===== config.mk =====
export PLATFORM = sky130hd
export DESIGN_NAME = grid_obstacle_ray_scan
export DESIGN_NICKNAME = d
export VERILOG_FILES = /design/src/gors_pkg.sv /design/src/gors_ram.sv /design/src/gors_front.sv /design/src/gors_back.sv /design/src/grid_obstacle_ray_scan.sv
export SDC_FILE = /design/constraint.sdc
export NUM_CORES = 2
export LEC_CHECK = 0
export ABC_AREA = 0
export BUFFER_PORTS_ARGS = -buffer_cell sky130_fd_sc_hd__clkbuf_2
export CAP_MARGIN = 20
export CORE_MARGIN = 3
export CORE_UTILIZATION = 53
export DETAILED_ROUTE_END_ITERATION = 8
export PLACE_DENSITY_LB_ADDON = 0.3
export SLEW_MARGIN = 20
export SYNTH_ARGS = -nofsm -noshare
export SYNTH_HDL_FRONTEND = slang
export SYNTH_HIERARCHICAL = 1
export SYNTH_SLANG_ARGS = --single-unit

===== constraint.sdc =====
create_clock -name clk -period 49.9 [get_ports clk]
set_input_delay 4.99 -clock clk [delete_from_list [all_inputs] [get_ports clk]]
set_output_delay 4.99 -clock clk [all_outputs]
set_load 0.02 [all_outputs]

===== src/gors_pkg.sv =====
// Shared types, constants and direction helpers for the grid obstacle ray scanner.
package gors_pkg;

    localparam int GRID_ROWS_DEF = 32;
    localparam int GRID_COLS_DEF = 32;

    localparam int COORD_W   = 5;
    localparam int CODE_W    = 3;
    localparam int DIST_W    = 5;
    localparam int CFG_W     = 6;
    localparam int CFG_IDX_W = 1;

    localparam int QUEUE_DEPTH = 2;

    localparam logic [DIST_W-1:0] DIST_MAX = 5'd31;

    localparam logic [CFG_IDX_W-1:0] REG_ROWS_IN_USE = 1'd0;
    localparam logic [CFG_IDX_W-1:0] REG_COLS_IN_USE = 1'd1;

    localparam logic [CFG_W-1:0] ROWS_RESET = 6'd18;
    localparam logic [CFG_W-1:0] COLS_RESET = 6'd20;

    localparam logic [CODE_W-1:0] CODE_FREE = 3'd0;
    localparam logic [CODE_W-1:0] CODE_DOCK = 3'd4;

    localparam logic ACT_WRITE = 1'b0;
    localparam logic ACT_SCAN  = 1'b1;

    typedef struct packed {
        logic               action;
        logic [COORD_W-1:0] row;
        logic [COORD_W-1:0] col;
        logic [CODE_W-1:0]  cell_code;
    } in_item_t;

    typedef struct packed {
        logic [DIST_W-1:0] dist_up;
        logic [DIST_W-1:0] dist_up_right;
        logic [DIST_W-1:0] dist_right;
        logic [DIST_W-1:0] dist_down_right;
        logic [DIST_W-1:0] dist_down;
        logic [DIST_W-1:0] dist_down_left;
        logic [DIST_W-1:0] dist_left;
        logic [DIST_W-1:0] dist_up_left;
        logic              position_invalid;
    } result_t;

    typedef enum logic [2:0] {
        DIR_UP,
        DIR_UP_RIGHT,
        DIR_RIGHT,
        DIR_DOWN_RIGHT,
        DIR_DOWN,
        DIR_DOWN_LEFT,
        DIR_LEFT,
        DIR_UP_LEFT
    } dir_t;

    typedef enum logic [1:0] {
        MV_HOLD,
        MV_INC,
        MV_DEC
    } move_t;

    typedef enum logic [1:0] {
        CMD_WRITE,
        CMD_SCAN,
        CMD_SCAN_BAD
    } cmd_kind_t;

    typedef struct packed {
        cmd_kind_t          kind;
        logic [COORD_W-1:0] row;
        logic [COORD_W-1:0] col;
        logic               blocked;
    } cmd_t;

    typedef struct packed {
        logic valid;
        cmd_t cmd;
    } q_head_t;

    typedef struct packed {
        logic clearing;
    } back_status_t;

    function automatic move_t row_move(input dir_t dir);
        move_t mv;
        case (dir)
            DIR_UP, DIR_UP_RIGHT, DIR_UP_LEFT:        mv = MV_DEC;
            DIR_DOWN_RIGHT, DIR_DOWN, DIR_DOWN_LEFT:  mv = MV_INC;
            default:                                  mv = MV_HOLD;
        endcase
        return mv;
    endfunction

    function automatic move_t col_move(input dir_t dir);
        move_t mv;
        case (dir)
            DIR_UP_RIGHT, DIR_RIGHT, DIR_DOWN_RIGHT:  mv = MV_INC;
            DIR_DOWN_LEFT, DIR_LEFT, DIR_UP_LEFT:     mv = MV_DEC;
            default:                                  mv = MV_HOLD;
        endcase
        return mv;
    endfunction

endpackage


===== src/gors_ram.sv =====
// Generic single-port RAM with registered read data.
module gors_ram #(
    parameter int WIDTH = 1,
    parameter int DEPTH = 1024
) (
    input  logic                     clk,
    input  logic                     we,
    input  logic [$clog2(DEPTH)-1:0] addr,
    input  logic [WIDTH-1:0]         wdata,
    output logic [WIDTH-1:0]         rdata
);

    logic [WIDTH-1:0] mem [DEPTH];

    always_ff @(posedge clk)
    begin
        if (we)
        begin
            mem[addr] <= wdata;
        end
        rdata <= mem[addr];
    end

endmodule


===== src/gors_front.sv =====
// Front end: accepts items, classifies them against the grid in use and queues them.
module gors_front #(
    parameter int GRID_ROWS = gors_pkg::GRID_ROWS_DEF,
    parameter int GRID_COLS = gors_pkg::GRID_COLS_DEF
) (
    input  logic                             clk,
    input  logic                             rst_n,
    input  logic                             start,
    output logic                             busy,
    input  gors_pkg::in_item_t               item,
    input  logic [$clog2(GRID_ROWS+1)-1:0]   rows_act,
    input  logic [$clog2(GRID_COLS+1)-1:0]   cols_act,
    input  gors_pkg::back_status_t           status,
    input  logic                             pop,
    output gors_pkg::q_head_t                head
);
    import gors_pkg::*;

    localparam int NRW   = $clog2(GRID_ROWS + 1);
    localparam int NCW   = $clog2(GRID_COLS + 1);
    localparam int RCMPW = (NRW > COORD_W) ? NRW : COORD_W;
    localparam int CCMPW = (NCW > COORD_W) ? NCW : COORD_W;
    localparam int QPW   = (QUEUE_DEPTH > 1) ? $clog2(QUEUE_DEPTH) : 1;
    localparam int QCW   = $clog2(QUEUE_DEPTH + 1);

    cmd_t           q_mem_reg [QUEUE_DEPTH];
    logic [QPW-1:0] wr_ptr_reg;
    logic [QPW-1:0] rd_ptr_reg;
    logic [QCW-1:0] count_reg;

    logic in_grid;
    logic accept;
    logic push;
    cmd_t cmd_new;

    always_comb
    begin
        in_grid = (RCMPW'(item.row) < RCMPW'(rows_act)) &&
                  (CCMPW'(item.col) < CCMPW'(cols_act));
        busy    = (count_reg == QCW'(QUEUE_DEPTH)) || status.clearing;
        accept  = start && !busy;

        cmd_new.row     = item.row;
        cmd_new.col     = item.col;
        cmd_new.blocked = (item.cell_code != CODE_FREE) && (item.cell_code != CODE_DOCK);
        if (item.action == ACT_WRITE)
        begin
            cmd_new.kind = CMD_WRITE;
        end
        else if (in_grid)
        begin
            cmd_new.kind = CMD_SCAN;
        end
        else
        begin
            cmd_new.kind = CMD_SCAN_BAD;
        end

        // Writes outside the grid in use are dropped here and never reach the back end.
        push = accept && ((item.action == ACT_SCAN) || in_grid);

        head.valid = (count_reg != '0);
        head.cmd   = q_mem_reg[rd_ptr_reg];
    end

    always_ff @(posedge clk)
    begin
        if (push)
        begin
            q_mem_reg[wr_ptr_reg] <= cmd_new;
        end
    end

    always_ff @(posedge clk or negedge rst_n)
    begin
        if (!rst_n)
        begin
            wr_ptr_reg <= '0;
            rd_ptr_reg <= '0;
            count_reg  <= '0;
        end
        else
        begin
            if (push)
            begin
                wr_ptr_reg <= (wr_ptr_reg == QPW'(QUEUE_DEPTH - 1)) ? '0 :
                              QPW'(wr_ptr_reg + QPW'(1));
            end
            if (pop)
            begin
                rd_ptr_reg <= (rd_ptr_reg == QPW'(QUEUE_DEPTH - 1)) ? '0 :
                              QPW'(rd_ptr_reg + QPW'(1));
            end
            if (push && !pop)
            begin
                count_reg <= QCW'(count_reg + QCW'(1));
            end
            else if (pop && !push)
            begin
                count_reg <= QCW'(count_reg - QCW'(1));
            end
        end
    end

endmodule


===== src/gors_back.sv =====
// Back end: owns the grid memory, clears it after reset, performs writes and walks the rays.
module gors_back #(
    parameter int GRID_ROWS = gors_pkg::GRID_ROWS_DEF,
    parameter int GRID_COLS = gors_pkg::GRID_COLS_DEF
) (
    input  logic                             clk,
    input  logic                             rst_n,
    input  logic [$clog2(GRID_ROWS+1)-1:0]   rows_act,
    input  logic [$clog2(GRID_COLS+1)-1:0]   cols_act,
    input  gors_pkg::q_head_t                head,
    output logic                             pop,
    output gors_pkg::back_status_t           status,
    output logic                             result_valid,
    output gors_pkg::result_t                result
);
    import gors_pkg::*;

    localparam int DEPTH = GRID_ROWS * GRID_COLS;
    localparam int AW    = $clog2(DEPTH);
    localparam int RW    = $clog2(GRID_ROWS);
    localparam int CW    = $clog2(GRID_COLS);
    localparam int NRW   = $clog2(GRID_ROWS + 1);
    localparam int NCW   = $clog2(GRID_COLS + 1);
    localparam int MAXG  = (GRID_ROWS > GRID_COLS) ? GRID_ROWS : GRID_COLS;
    localparam int SW    = $clog2(MAXG + 1);
    localparam int SCW   = (SW > DIST_W) ? SW : DIST_W;
    localparam int NDIR  = 8;

    typedef enum logic [1:0] {
        ST_CLEAR,
        ST_IDLE,
        ST_WALK,
        ST_REPORT
    } state_t;

    state_t            state_reg;
    logic [AW-1:0]     clr_addr_reg;
    dir_t              dir_reg;
    logic [RW-1:0]     orig_r_reg;
    logic [CW-1:0]     orig_c_reg;
    logic [RW-1:0]     r_reg;
    logic [CW-1:0]     c_reg;
    logic [SW-1:0]     steps_reg;
    logic              pend_reg;
    logic [DIST_W-1:0] dist_reg [NDIR];
    logic              result_valid_reg;
    result_t           result_reg;

    logic          ram_we;
    logic [AW-1:0] ram_addr;
    logic [0:0]    ram_wdata;
    logic [0:0]    ram_rdata;

    move_t             row_mv;
    move_t             col_mv;
    logic              at_edge;
    logic              hit;
    logic [RW-1:0]     step_r;
    logic [CW-1:0]     step_c;
    logic [RW-1:0]     head_r;
    logic [CW-1:0]     head_c;
    logic [AW-1:0]     walk_addr;
    logic [AW-1:0]     head_addr;
    logic [DIST_W-1:0] sat_steps;
    result_t           bad_result;

    gors_ram #(
        .WIDTH (1),
        .DEPTH (DEPTH)
    ) u_grid_ram (
        .clk   (clk),
        .we    (ram_we),
        .addr  (ram_addr),
        .wdata (ram_wdata),
        .rdata (ram_rdata)
    );

    always_comb
    begin
        row_mv = row_move(dir_reg);
        col_mv = col_move(dir_reg);

        // The ray ends when the next cell would leave the grid in use.
        at_edge = ((row_mv == MV_DEC) && (r_reg == '0)) ||
                  ((row_mv == MV_INC) && ((NRW'(r_reg) + NRW'(1)) == rows_act)) ||
                  ((col_mv == MV_DEC) && (c_reg == '0)) ||
                  ((col_mv == MV_INC) && ((NCW'(c_reg) + NCW'(1)) == cols_act));

        // The read issued last cycle returns now; a set bit ends the ray.
        hit = pend_reg && ram_rdata[0];

        case (row_mv)
            MV_INC:  step_r = RW'(r_reg + RW'(1));
            MV_DEC:  step_r = RW'(r_reg - RW'(1));
            default: step_r = r_reg;
        endcase
        case (col_mv)
            MV_INC:  step_c = CW'(c_reg + CW'(1));
            MV_DEC:  step_c = CW'(c_reg - CW'(1));
            default: step_c = c_reg;
        endcase

        head_r    = RW'(head.cmd.row);
        head_c    = CW'(head.cmd.col);
        walk_addr = AW'(AW'(step_r) * AW'(GRID_COLS) + AW'(step_c));
        head_addr = AW'(AW'(head_r) * AW'(GRID_COLS) + AW'(head_c));

        sat_steps = (SCW'(steps_reg) > SCW'(DIST_MAX)) ? DIST_MAX : DIST_W'(steps_reg);

        bad_result                  = '0;
        bad_result.position_invalid = 1'b1;

        ram_we    = 1'b0;
        ram_addr  = walk_addr;
        ram_wdata = 1'b0;
        pop       = 1'b0;
        case (state_reg)
            ST_CLEAR:
            begin
                ram_we   = 1'b1;
                ram_addr = clr_addr_reg;
            end
            ST_IDLE:
            begin
                pop = head.valid;
                if (head.valid && (head.cmd.kind == CMD_WRITE))
                begin
                    ram_we    = 1'b1;
                    ram_addr  = head_addr;
                    ram_wdata = head.cmd.blocked;
                end
            end
            default:
            begin
                ram_we = 1'b0;
            end
        endcase

        status.clearing = (state_reg == ST_CLEAR);
        result_valid    = result_valid_reg;
        result          = result_reg;
    end

    always_ff @(posedge clk or negedge rst_n)
    begin
        if (!rst_n)
        begin
            state_reg        <= ST_CLEAR;
            clr_addr_reg     <= '0;
            dir_reg          <= DIR_UP;
            pend_reg         <= 1'b0;
            steps_reg        <= '0;
            result_valid_reg <= 1'b0;
        end
        else
        begin
            result_valid_reg <= 1'b0;
            case (state_reg)
                ST_CLEAR:
                begin
                    clr_addr_reg <= AW'(clr_addr_reg + AW'(1));
                    if (clr_addr_reg == AW'(DEPTH - 1))
                    begin
                        state_reg <= ST_IDLE;
                    end
                end
                ST_IDLE:
                begin
                    if (head.valid)
                    begin
                        case (head.cmd.kind)
                            CMD_SCAN:
                            begin
                                orig_r_reg <= head_r;
                                orig_c_reg <= head_c;
                                r_reg      <= head_r;
                                c_reg      <= head_c;
                                dir_reg    <= DIR_UP;
                                steps_reg  <= '0;
                                pend_reg   <= 1'b0;
                                state_reg  <= ST_WALK;
                            end
                            CMD_SCAN_BAD:
                            begin
                                result_reg       <= bad_result;
                                result_valid_reg <= 1'b1;
                            end
                            default:
                            begin
                                pend_reg <= 1'b0;
                            end
                        endcase
                    end
                end
                ST_WALK:
                begin
                    if (hit || at_edge)
                    begin
                        dist_reg[dir_reg] <= hit ? sat_steps : '0;
                        r_reg             <= orig_r_reg;
                        c_reg             <= orig_c_reg;
                        steps_reg         <= '0;
                        pend_reg          <= 1'b0;
                        if (dir_reg == DIR_UP_LEFT)
                        begin
                            state_reg <= ST_REPORT;
                        end
                        else
                        begin
                            dir_reg <= dir_t'(dir_reg + 3'd1);
                        end
                    end
                    else
                    begin
                        r_reg     <= step_r;
                        c_reg     <= step_c;
                        steps_reg <= SW'(steps_reg + SW'(1));
                        pend_reg  <= 1'b1;
                    end
                end
                ST_REPORT:
                begin
                    result_reg.dist_up          <= dist_reg[DIR_UP];
                    result_reg.dist_up_right    <= dist_reg[DIR_UP_RIGHT];
                    result_reg.dist_right       <= dist_reg[DIR_RIGHT];
                    result_reg.dist_down_right  <= dist_reg[DIR_DOWN_RIGHT];
                    result_reg.dist_down        <= dist_reg[DIR_DOWN];
                    result_reg.dist_down_left   <= dist_reg[DIR_DOWN_LEFT];
                    result_reg.dist_left        <= dist_reg[DIR_LEFT];
                    result_reg.dist_up_left     <= dist_reg[DIR_UP_LEFT];
                    result_reg.position_invalid <= 1'b0;
                    result_valid_reg            <= 1'b1;
                    state_reg                   <= ST_IDLE;
                end
                default:
                begin
                    state_reg <= ST_IDLE;
                end
            endcase
        end
    end

endmodule


===== src/grid_obstacle_ray_scan.sv =====
// Top level of the grid obstacle ray scanner: configuration registers, front end and back end.
//
// After reset the block clears its GRID_ROWS*GRID_COLS-bit grid memory, one cell
// per cycle, and holds busy high meanwhile; configuration writes are taken
// during that time. An item is accepted when start is high and busy is low,
// and a two-entry queue lets two items wait while the back end works, so after
// the clearing pass busy rises only when that queue is full. A write item is
// performed by the back end from its idle state and gives no result; a write
// outside the grid in use is dropped at the input. A scan outside the grid in
// use gives its result from the result register once the back end takes it
// from the queue. A valid scan walks the eight rays with one grid memory read
// per cycle: each step checks the cell read last cycle while it reads the next
// one, and the scan starts, walks, reports and then shows the result. The
// length of the rays therefore sets the time a scan takes; at most 123 cells
// are examined around one position on a 32 by 32 grid. Each result is shown
// for exactly one cycle with result_valid high and must be taken then, since
// the receiver cannot stall the block.
module grid_obstacle_ray_scan #(
    parameter int GRID_ROWS = gors_pkg::GRID_ROWS_DEF,
    parameter int GRID_COLS = gors_pkg::GRID_COLS_DEF
) (
    input  logic                                 clk,
    input  logic                                 rst_n,
    input  logic                                 start,
    output logic                                 busy,
    input  gors_pkg::in_item_t                   item,
    input  logic                                 cfg_we,
    input  logic [gors_pkg::CFG_IDX_W-1:0]       cfg_index,
    input  logic [gors_pkg::CFG_W-1:0]           cfg_data,
    output logic                                 result_valid,
    output gors_pkg::result_t                    result
);
    import gors_pkg::*;

    localparam int NRW   = $clog2(GRID_ROWS + 1);
    localparam int NCW   = $clog2(GRID_COLS + 1);
    localparam int RCMPW = (NRW > CFG_W) ? NRW : CFG_W;
    localparam int CCMPW = (NCW > CFG_W) ? NCW : CFG_W;

    logic [CFG_W-1:0] rows_in_use_reg;
    logic [CFG_W-1:0] cols_in_use_reg;
    logic [NRW-1:0]   rows_act;
    logic [NCW-1:0]   cols_act;

    q_head_t      head;
    logic         pop;
    back_status_t status;

    always_ff @(posedge clk or negedge rst_n)
    begin
        if (!rst_n)
        begin
            rows_in_use_reg <= ROWS_RESET;
            cols_in_use_reg <= COLS_RESET;
        end
        else if (cfg_we)
        begin
            case (cfg_index)
                REG_ROWS_IN_USE: rows_in_use_reg <= cfg_data;
                REG_COLS_IN_USE: cols_in_use_reg <= cfg_data;
                default:         rows_in_use_reg <= rows_in_use_reg;
            endcase
        end
    end

    // Register values above the built grid size are clamped to it.
    always_comb
    begin
        rows_act = (RCMPW'(rows_in_use_reg) > RCMPW'(GRID_ROWS)) ? NRW'(GRID_ROWS) :
                   NRW'(rows_in_use_reg);
        cols_act = (CCMPW'(cols_in_use_reg) > CCMPW'(GRID_COLS)) ? NCW'(GRID_COLS) :
                   NCW'(cols_in_use_reg);
    end

    gors_front #(
        .GRID_ROWS (GRID_ROWS),
        .GRID_COLS (GRID_COLS)
    ) u_front (
        .clk      (clk),
        .rst_n    (rst_n),
        .start    (start),
        .busy     (busy),
        .item     (item),
        .rows_act (rows_act),
        .cols_act (cols_act),
        .status   (status),
        .pop      (pop),
        .head     (head)
    );

    gors_back #(
        .GRID_ROWS (GRID_ROWS),
        .GRID_COLS (GRID_COLS)
    ) u_back (
        .clk          (clk),
        .rst_n        (rst_n),
        .rows_act     (rows_act),
        .cols_act     (cols_act),
        .head         (head),
        .pop          (pop),
        .status       (status),
        .result_valid (result_valid),
        .result       (result)
    );

    a_clear_holds_busy: assert property (@(posedge clk) disable iff (!rst_n)
        status.clearing |-> busy)
        else $error("item could be accepted during the grid clearing pass");

    a_no_result_in_clear: assert property (@(posedge clk) disable iff (!rst_n)
        status.clearing |-> !result_valid)
        else $error("result strobe during the grid clearing pass");

    a_invalid_all_zero: assert property (@(posedge clk) disable iff (!rst_n)
        (result_valid && result.position_invalid) |->
        (result.dist_up == '0 && result.dist_up_right == '0 &&
         result.dist_right == '0 && result.dist_down_right == '0 &&
         result.dist_down == '0 && result.dist_down_left == '0 &&
         result.dist_left == '0 && result.dist_up_left == '0))
        else $error("invalid scan position reported a nonzero distance");

    a_pop_needs_item: assert property (@(posedge clk) disable iff (!rst_n)
        pop |-> head.valid)
        else $error("back end took an item from an empty queue");

endmodule


# --- Yosys cells after proc, flatten, opt, wreduce, memory -nomap -nowiden ---
# Memory sizes are Yosys's and may differ from the RTL's. A register that Yosys moved wholly into a read port is not among the register bits.
# Cells that the tools add are included.
# Widths: inputs -> output; s select.
word_totals:
  ram_bits: 1090
  wordCells: 183
  n_memories: 3
  input_bits: 25
  output_inout_bits: 43
  register_bits: 100
memory_table:
  columns: ["name", "words", "width", "rd", "rd_clocked_by_memory_dff", "wr", "line_no", "source"]
  rows:
  - ["u_back.u_grid_ram.mem", 1024, 1, 1, 1, 1, "gors_ram.sv:13", "logic [WIDTH-1:0] mem [DEPTH];"]
  - ["u_back.dist_reg", 8, 5, 8, 0, 1, "gors_back.sv:45", "logic [DIST_W-1:0] dist_reg [NDIR];"]
  - ["u_front.q_mem_reg", 2, 13, 1, 0, 1, "gors_front.sv:26", "cmd_t q_mem_reg [QUEUE_DEPTH];"]
op_classes:
  n_reduce_logical: 45
  n_mux: 61
  add_sub_neg: 15
  order_cmp: 5
  n_eq_ne: 29
  bitwise: 1
op_table:
  columns: ["op", "count"]
  rows:
  - ["$mux 41", 2]
  - ["$pmux 41 s2", 1]
  - ["$mux 5", 8]
  - ["$pmux 5 s2", 4]
  - ["$mux 6", 5]
  - ["$add 10x5->10", 2]
  - ["$pmux 10 s2", 1]
  - ["$mux 1", 18]
  - ["$mux 2", 9]
  - ["$logic_and 1x1->1", 13]
  - ["$add 5x1->6 const B", 2]
  - ["$eq 2x2->1 const B", 6]
  - ["$eq 3x3->1 const B", 4]
  - ["$eq 6x6->1", 2]
  - ["$gt 6x6->1 const B", 2]
  - ["$lt 5x6->1", 2]
  - ["$mux 3", 4]
  - ["$pmux 6 s2", 1]
  - ["$reduce_and 4->1", 3]
  - ["$reduce_or 3->1", 4]
  - ["$add 10x1->10 const B", 1]
  - ["$add 5x1->5 const B", 2]
  - ["$eq 10x10->1 const B", 1]
  - ["$logic_not 5->1", 2]
  - ["other kinds (28)", 57]

# --- Longest topological paths before layout ---
depth:
  ltp_word: 13
  depth_mapped: 24
  depth_no_buf: 20

# --- By module ---
# The synthesis kept the hierarchy.
by_module_without_submodules:
  columns: ["module", "cells_each", "area_each_um2", "seq_area_each_um2", "n_inst"]
  rows:
  - ["gors_ram", 3369, 44337.5, 30769.5, 1]
  - ["gors_back", 493, 6027.0, 3608.5, 1]
  - ["gors_front", 101, 1440.1, 880.8, 1]
  - ["grid_obstacle_ray_scan", 39, 531.8, 305.3, 1]

# --- Worst setup path before layout ---
# No wires, ideal clock.
synth_timing:
  path_type: "reg-to-reg"
  startpoint: "register u_front.rd_ptr_reg"
  endpoint: "memory u_back.u_grid_ram.mem[0], data pin"
  setup_ns: 2.878
  path_slack_ns: 32.797
  required_time_ns: 47.022
  path_stages_with_launch: 5
  n_path_buf: 1
  arrival_time_ns: 14.225
  period_less_slack_ns: 17.103
  cell_sequence: "dfrtp_1 > mux2_2 > nor3_1 > clkbuf_1 > and2_1"
synth_rtl:
  columns: ["element", "line_no", "source"]
  rows:
  - ["start, declared", "gors_front.sv:28", "logic [QPW-1:0] rd_ptr_reg;"]
  - ["start signal, assigned", "gors_front.sv:91", "rd_ptr_reg <= (rd_ptr_reg == QPW'(QUEUE_DEPTH - 1)) ? '0 :"]
  - ["end, declared", "gors_ram.sv:13", null]

# --- Worst setup path after layout ---
layout_timing:
  startpoint: "register u_back.dir_reg[1]"
  endpoint: "register u_back.u_grid_ram.rdata (read register of u_back.u_grid_ram.mem)"
layout_via:
  elab_chain_cells: 8
  word_cells_on_any_way: 23
  cone_classes: "add/sub (1); eq/ne (11); mux (6); reduce/logical (5)"
layout_lines:
  columns: ["element", "line_no", "source"]
  rows:
  - ["start, declared", "gors_back.sv:38", "dir_t dir_reg;"]
  - ["start signal, assigned", "gors_back.sv:210", "dir_reg <= dir_t'(dir_reg + 3'd1);"]
  - ["$eq 3x3->1, or another cell as far along", "gors_pkg.sv:99", "case (dir)"]
  - ["$reduce_or 3->1", "gors_pkg.sv:99", null]
  - ["$pmux 2 s2 (*)", "gors_pkg.sv:99", null]
  - ["$eq 2x2->1 or $eq 2x1->1 (tied branches)", "gors_back.sv:97", "case (col_mv)"]
  - ["$pmux 5 s2 (*)", "gors_back.sv:97", null]
  - ["$add 10x5->10 (*)", "gors_back.sv:105", "walk_addr = AW'(AW'(step_r) * AW'(GRID_COLS) + AW'(step_c));"]
  - ["$mux 10", "gors_back.sv:126", "if (head.valid && (head.cmd.kind == CMD_WRITE))"]
  - ["$pmux 10 s2 (*)", "gors_back.sv:117", "case (state_reg)"]
  - ["net u_back.ram_addr[1]", "gors_back.sv:50", "logic [AW-1:0] ram_addr;"]
  - ["end, declared", "gors_ram.sv:10", "output logic [WIDTH-1:0] rdata"]
# Mark *: on every way through the listed nets, which the timed path passes. The rest lies on a longest branch.
# A chain may end at the register's enable or synchronous reset.

==> reports/qor.yml <==
wl_microns: 139000
grt_usage_pct: 26.7
synth.top_cells.by_count: "1151 x edfxtp_1, 1109 x nor2_1, 462 x mux2i_1"
worst_clock_skew_ps: 22.3
clock_power_share_pct: 44.2
core_sq_um: 97300
p_switching_w: 0.000384
grt_pass1_wl_microns: 202000
rrSetupSlack_ps: 41550
synth_flop_cell: "edfxtp_1"
final.setup.tns_ps: 0
rsz0062_at_grt: "false"
status: "complete, no violations"
cts_buffers: 119
reg2reg_from: "u_back/dir_reg[1]"
drt_iter0_markers: 4484
powerDensity_nw_per_um2: 34.2
final_nets: 3998
synth_area_leader_cell: "edfxtp_1"
netlist_top_cells_area: "edfxtp_1 66%, mux2i_1 8.8%, nor2_1 8.0%"
antenna_found_initial: 1
max_cap_violations: 0
drv_slew: 0
r2r_cells: 20
post_cts_resize_count: 0
yosys.area.top_type_share_pct: 66.0
hold_class: "reg2reg"
syn-num-nets: 4065
num_vias: 33200
post-synth-top-count-cell: "edfxtp_1"
hold_path.startpoint: "u_front/count_reg[1]"
fp.dieH_microns: 320
overflow: 0
combPwrFrac_pct: 0.7
endpoint_kind: "flop"
min_to: "u_front/count_reg[1]"
fin_crit_ps: 8350
slew_headroom_pct: 23.9
cp_max_fo: 113
holdBufCountCts: 0
start_util_pct: 53.8
largest_reg_flops: 1024
seqPwrFrac_pct: 55.1
syn_avg_cell_area_sq_um: 13.1
setup_viol: 0
syn2layout_area_growth_pct: 9.78
detail_route.drc_violations: 0
boundaryPins: 68
syn_inst: 4002
clockRootBuffer: "clkbuf_16"
worstMarginPinSlew_ps: 1130
hpwl_microns: 73500
ctsLongestPathBuffers: 3
cts.htree.levels: 3
yosysSeqAreaShare_pct: 68.0
grt_max_degree: 283
port_buffers: 66
ys_warn_count: 6
cts_tree: "done"
critPathKind: "reg2reg"
fill_cells: 7635
post-route-util_pct: 59.1
max_freq_ghz: 0.120
period_share_pct: 16.7
die_w_microns: 320
drive_above_1_share_pct: 11.4
synth_edf_count: 1151
p_int_w: 0.00158
p_leak_nw: 15.4
clock-sinks: 1191
clk_latency_ps: 730
drtPass1Iterations: 5
vdd_drop_max_uv: 32.3
post_drt_wl_per_cell_microns: 26.1
synth-seq-cells: 1191
swShare_pct: 19.6
ys_types: 76
hold_path_depth: 1
hold_violations: 0
grt_pass1_vias: 31200
clk_pin_slew_ps: 60
worstPathArrival_ps: 8900
ant_nets: 0
critPathLaunchType: "flop"
synthArstFlopShare_pct: 3.27
diodes: 0
dieArea_sq_um: 103000
num_rows: 114
cp_data_required_time_ps: 50450
gp_congestion: 0.831
syn_area_sq_um: 52300
r2r_end: "u_back/u_grid_ram/rdata"
post_cts_buffers: 0
viasPerCell: 6.25
layer usage:
layer	routed length, microns	track usage [%]	vias to the layer above
li1	-	-	14400
met1	52500	37.2	16600
met2	64800	42.6	1854
met3	15800	4.78	354
met4	5470	9.68	0
met5	0	0	-
cell type report:
cell class                      count  area (sq um)  area share, %
Inverter                           36           135          0.235
Clock buffer                      157          3160           5.50
Timing Repair Buffer              154          1060           1.85
Multi-Input combinational cell   2433         15300           26.6
Tap cell                         1276          1600           2.78
Clock inverter                     65           624           1.09
Sequential cell                  1191         35600           61.9
how the worst max path moves through the flow:
stage	depth (start not counted)	startpoint	to
floorplan	4	u_front/rd_ptr_reg	u_back/u_grid_ram/mem[0]
global placement	20	u_back/dir_reg[1]	u_back/u_grid_ram/rdata
detailed placement	20	u_back/dir_reg[1]	u_back/u_grid_ram/rdata
CTS	20	u_back/dir_reg[1]	u_back/u_grid_ram/rdata
global route	20	u_back/dir_reg[1]	u_back/u_grid_ram/rdata
finish	20	u_back/dir_reg[1]	u_back/u_grid_ram/rdata
worst max-delay path: stages (launching register included):
cell and delay [ps]:
dfrtp_1 480, inv_1 150, ha_1 210, or2_2 310, a21o_1 210, ha_1 280, fa_1 510, mux2i_1 140
o21ai_4 400, buf_12 510, buf_4 700, buf_4 650, buf_4 890, mux2i_1 270, o22ai_1 100, nor4_1 390
o2111ai_1 190, o31ai_1 600, nor4_1 220, a211oi_1 290, nand3_1 190
cell families after synthesis:
logic type	synth area share [%]
multiplexers	10.8
XOR/XNOR	0.519
adder cells (fa/ha/maj)	0.937
flip-flops	68.0
AND/OR/NAND/NOR	12.2
buffers and inverters	3.25
AO/OA/AOI/OAI	4.32
power groups by stage:
stage / clock [W] / combinational [W] / sequential (W)
6_report: 0.000868 / 0.0000128 / 0.00108
5_1_grt: 0.000919 / 0.0000142 / 0.00108
4_1_cts: 0.000879 / 0.0000127 / 0.00108
3_5_place_dp: 0 / 0.0000126 / 0.00110
3_3_place_gp: 0 / 0.0000124 / 0.00110
2_1_floorplan: 0 / 0.00000872 / 0.00110
through the flow:
step / instance area (sq um) / setup slack, ps / total power (W) / hold WS, ps / std cells
final: 57500 / 41550 / 0.00196 / 486 / 5312
after global routing: 57500 / 41330 / 0.00202 / 524 / 5312
after CTS: 57400 / 41690 / 0.00197 / 494 / 5307
after detailed placement: 53600 / 41720 / 0.00112 / 485 / 5085
after global placement: 53600 / 41760 / 0.00112 / 476 / 5084
after floorplan: 52300 / 32800 / 0.00111 / 456 / 4002
cell usage in the layout (no fill, tap or decap), types with 15 or more instances in the layout:
master,instances
nand3_1,36
clkinv_1,33
and2_1,43
nor2b_1,24
ha_1,35
mux4_2,32
dfrtp_1,35
mux2_2,27
nor3_1,34
nor4_1,47
nand2_2,37
clkbuf_2,66
xnor2_1,16
xor2_1,15
o21ai_0,25
inv_1,34
buf_4,77
clkbuf_16,119
a21oi_1,24
edfxtp_1,1151
o22ai_1,200
clkinv_2,15
nand2_1,77
clkbuf_1,34
mux2i_1,462
nor2_1,1107
(Power assumes the default switching activity.)
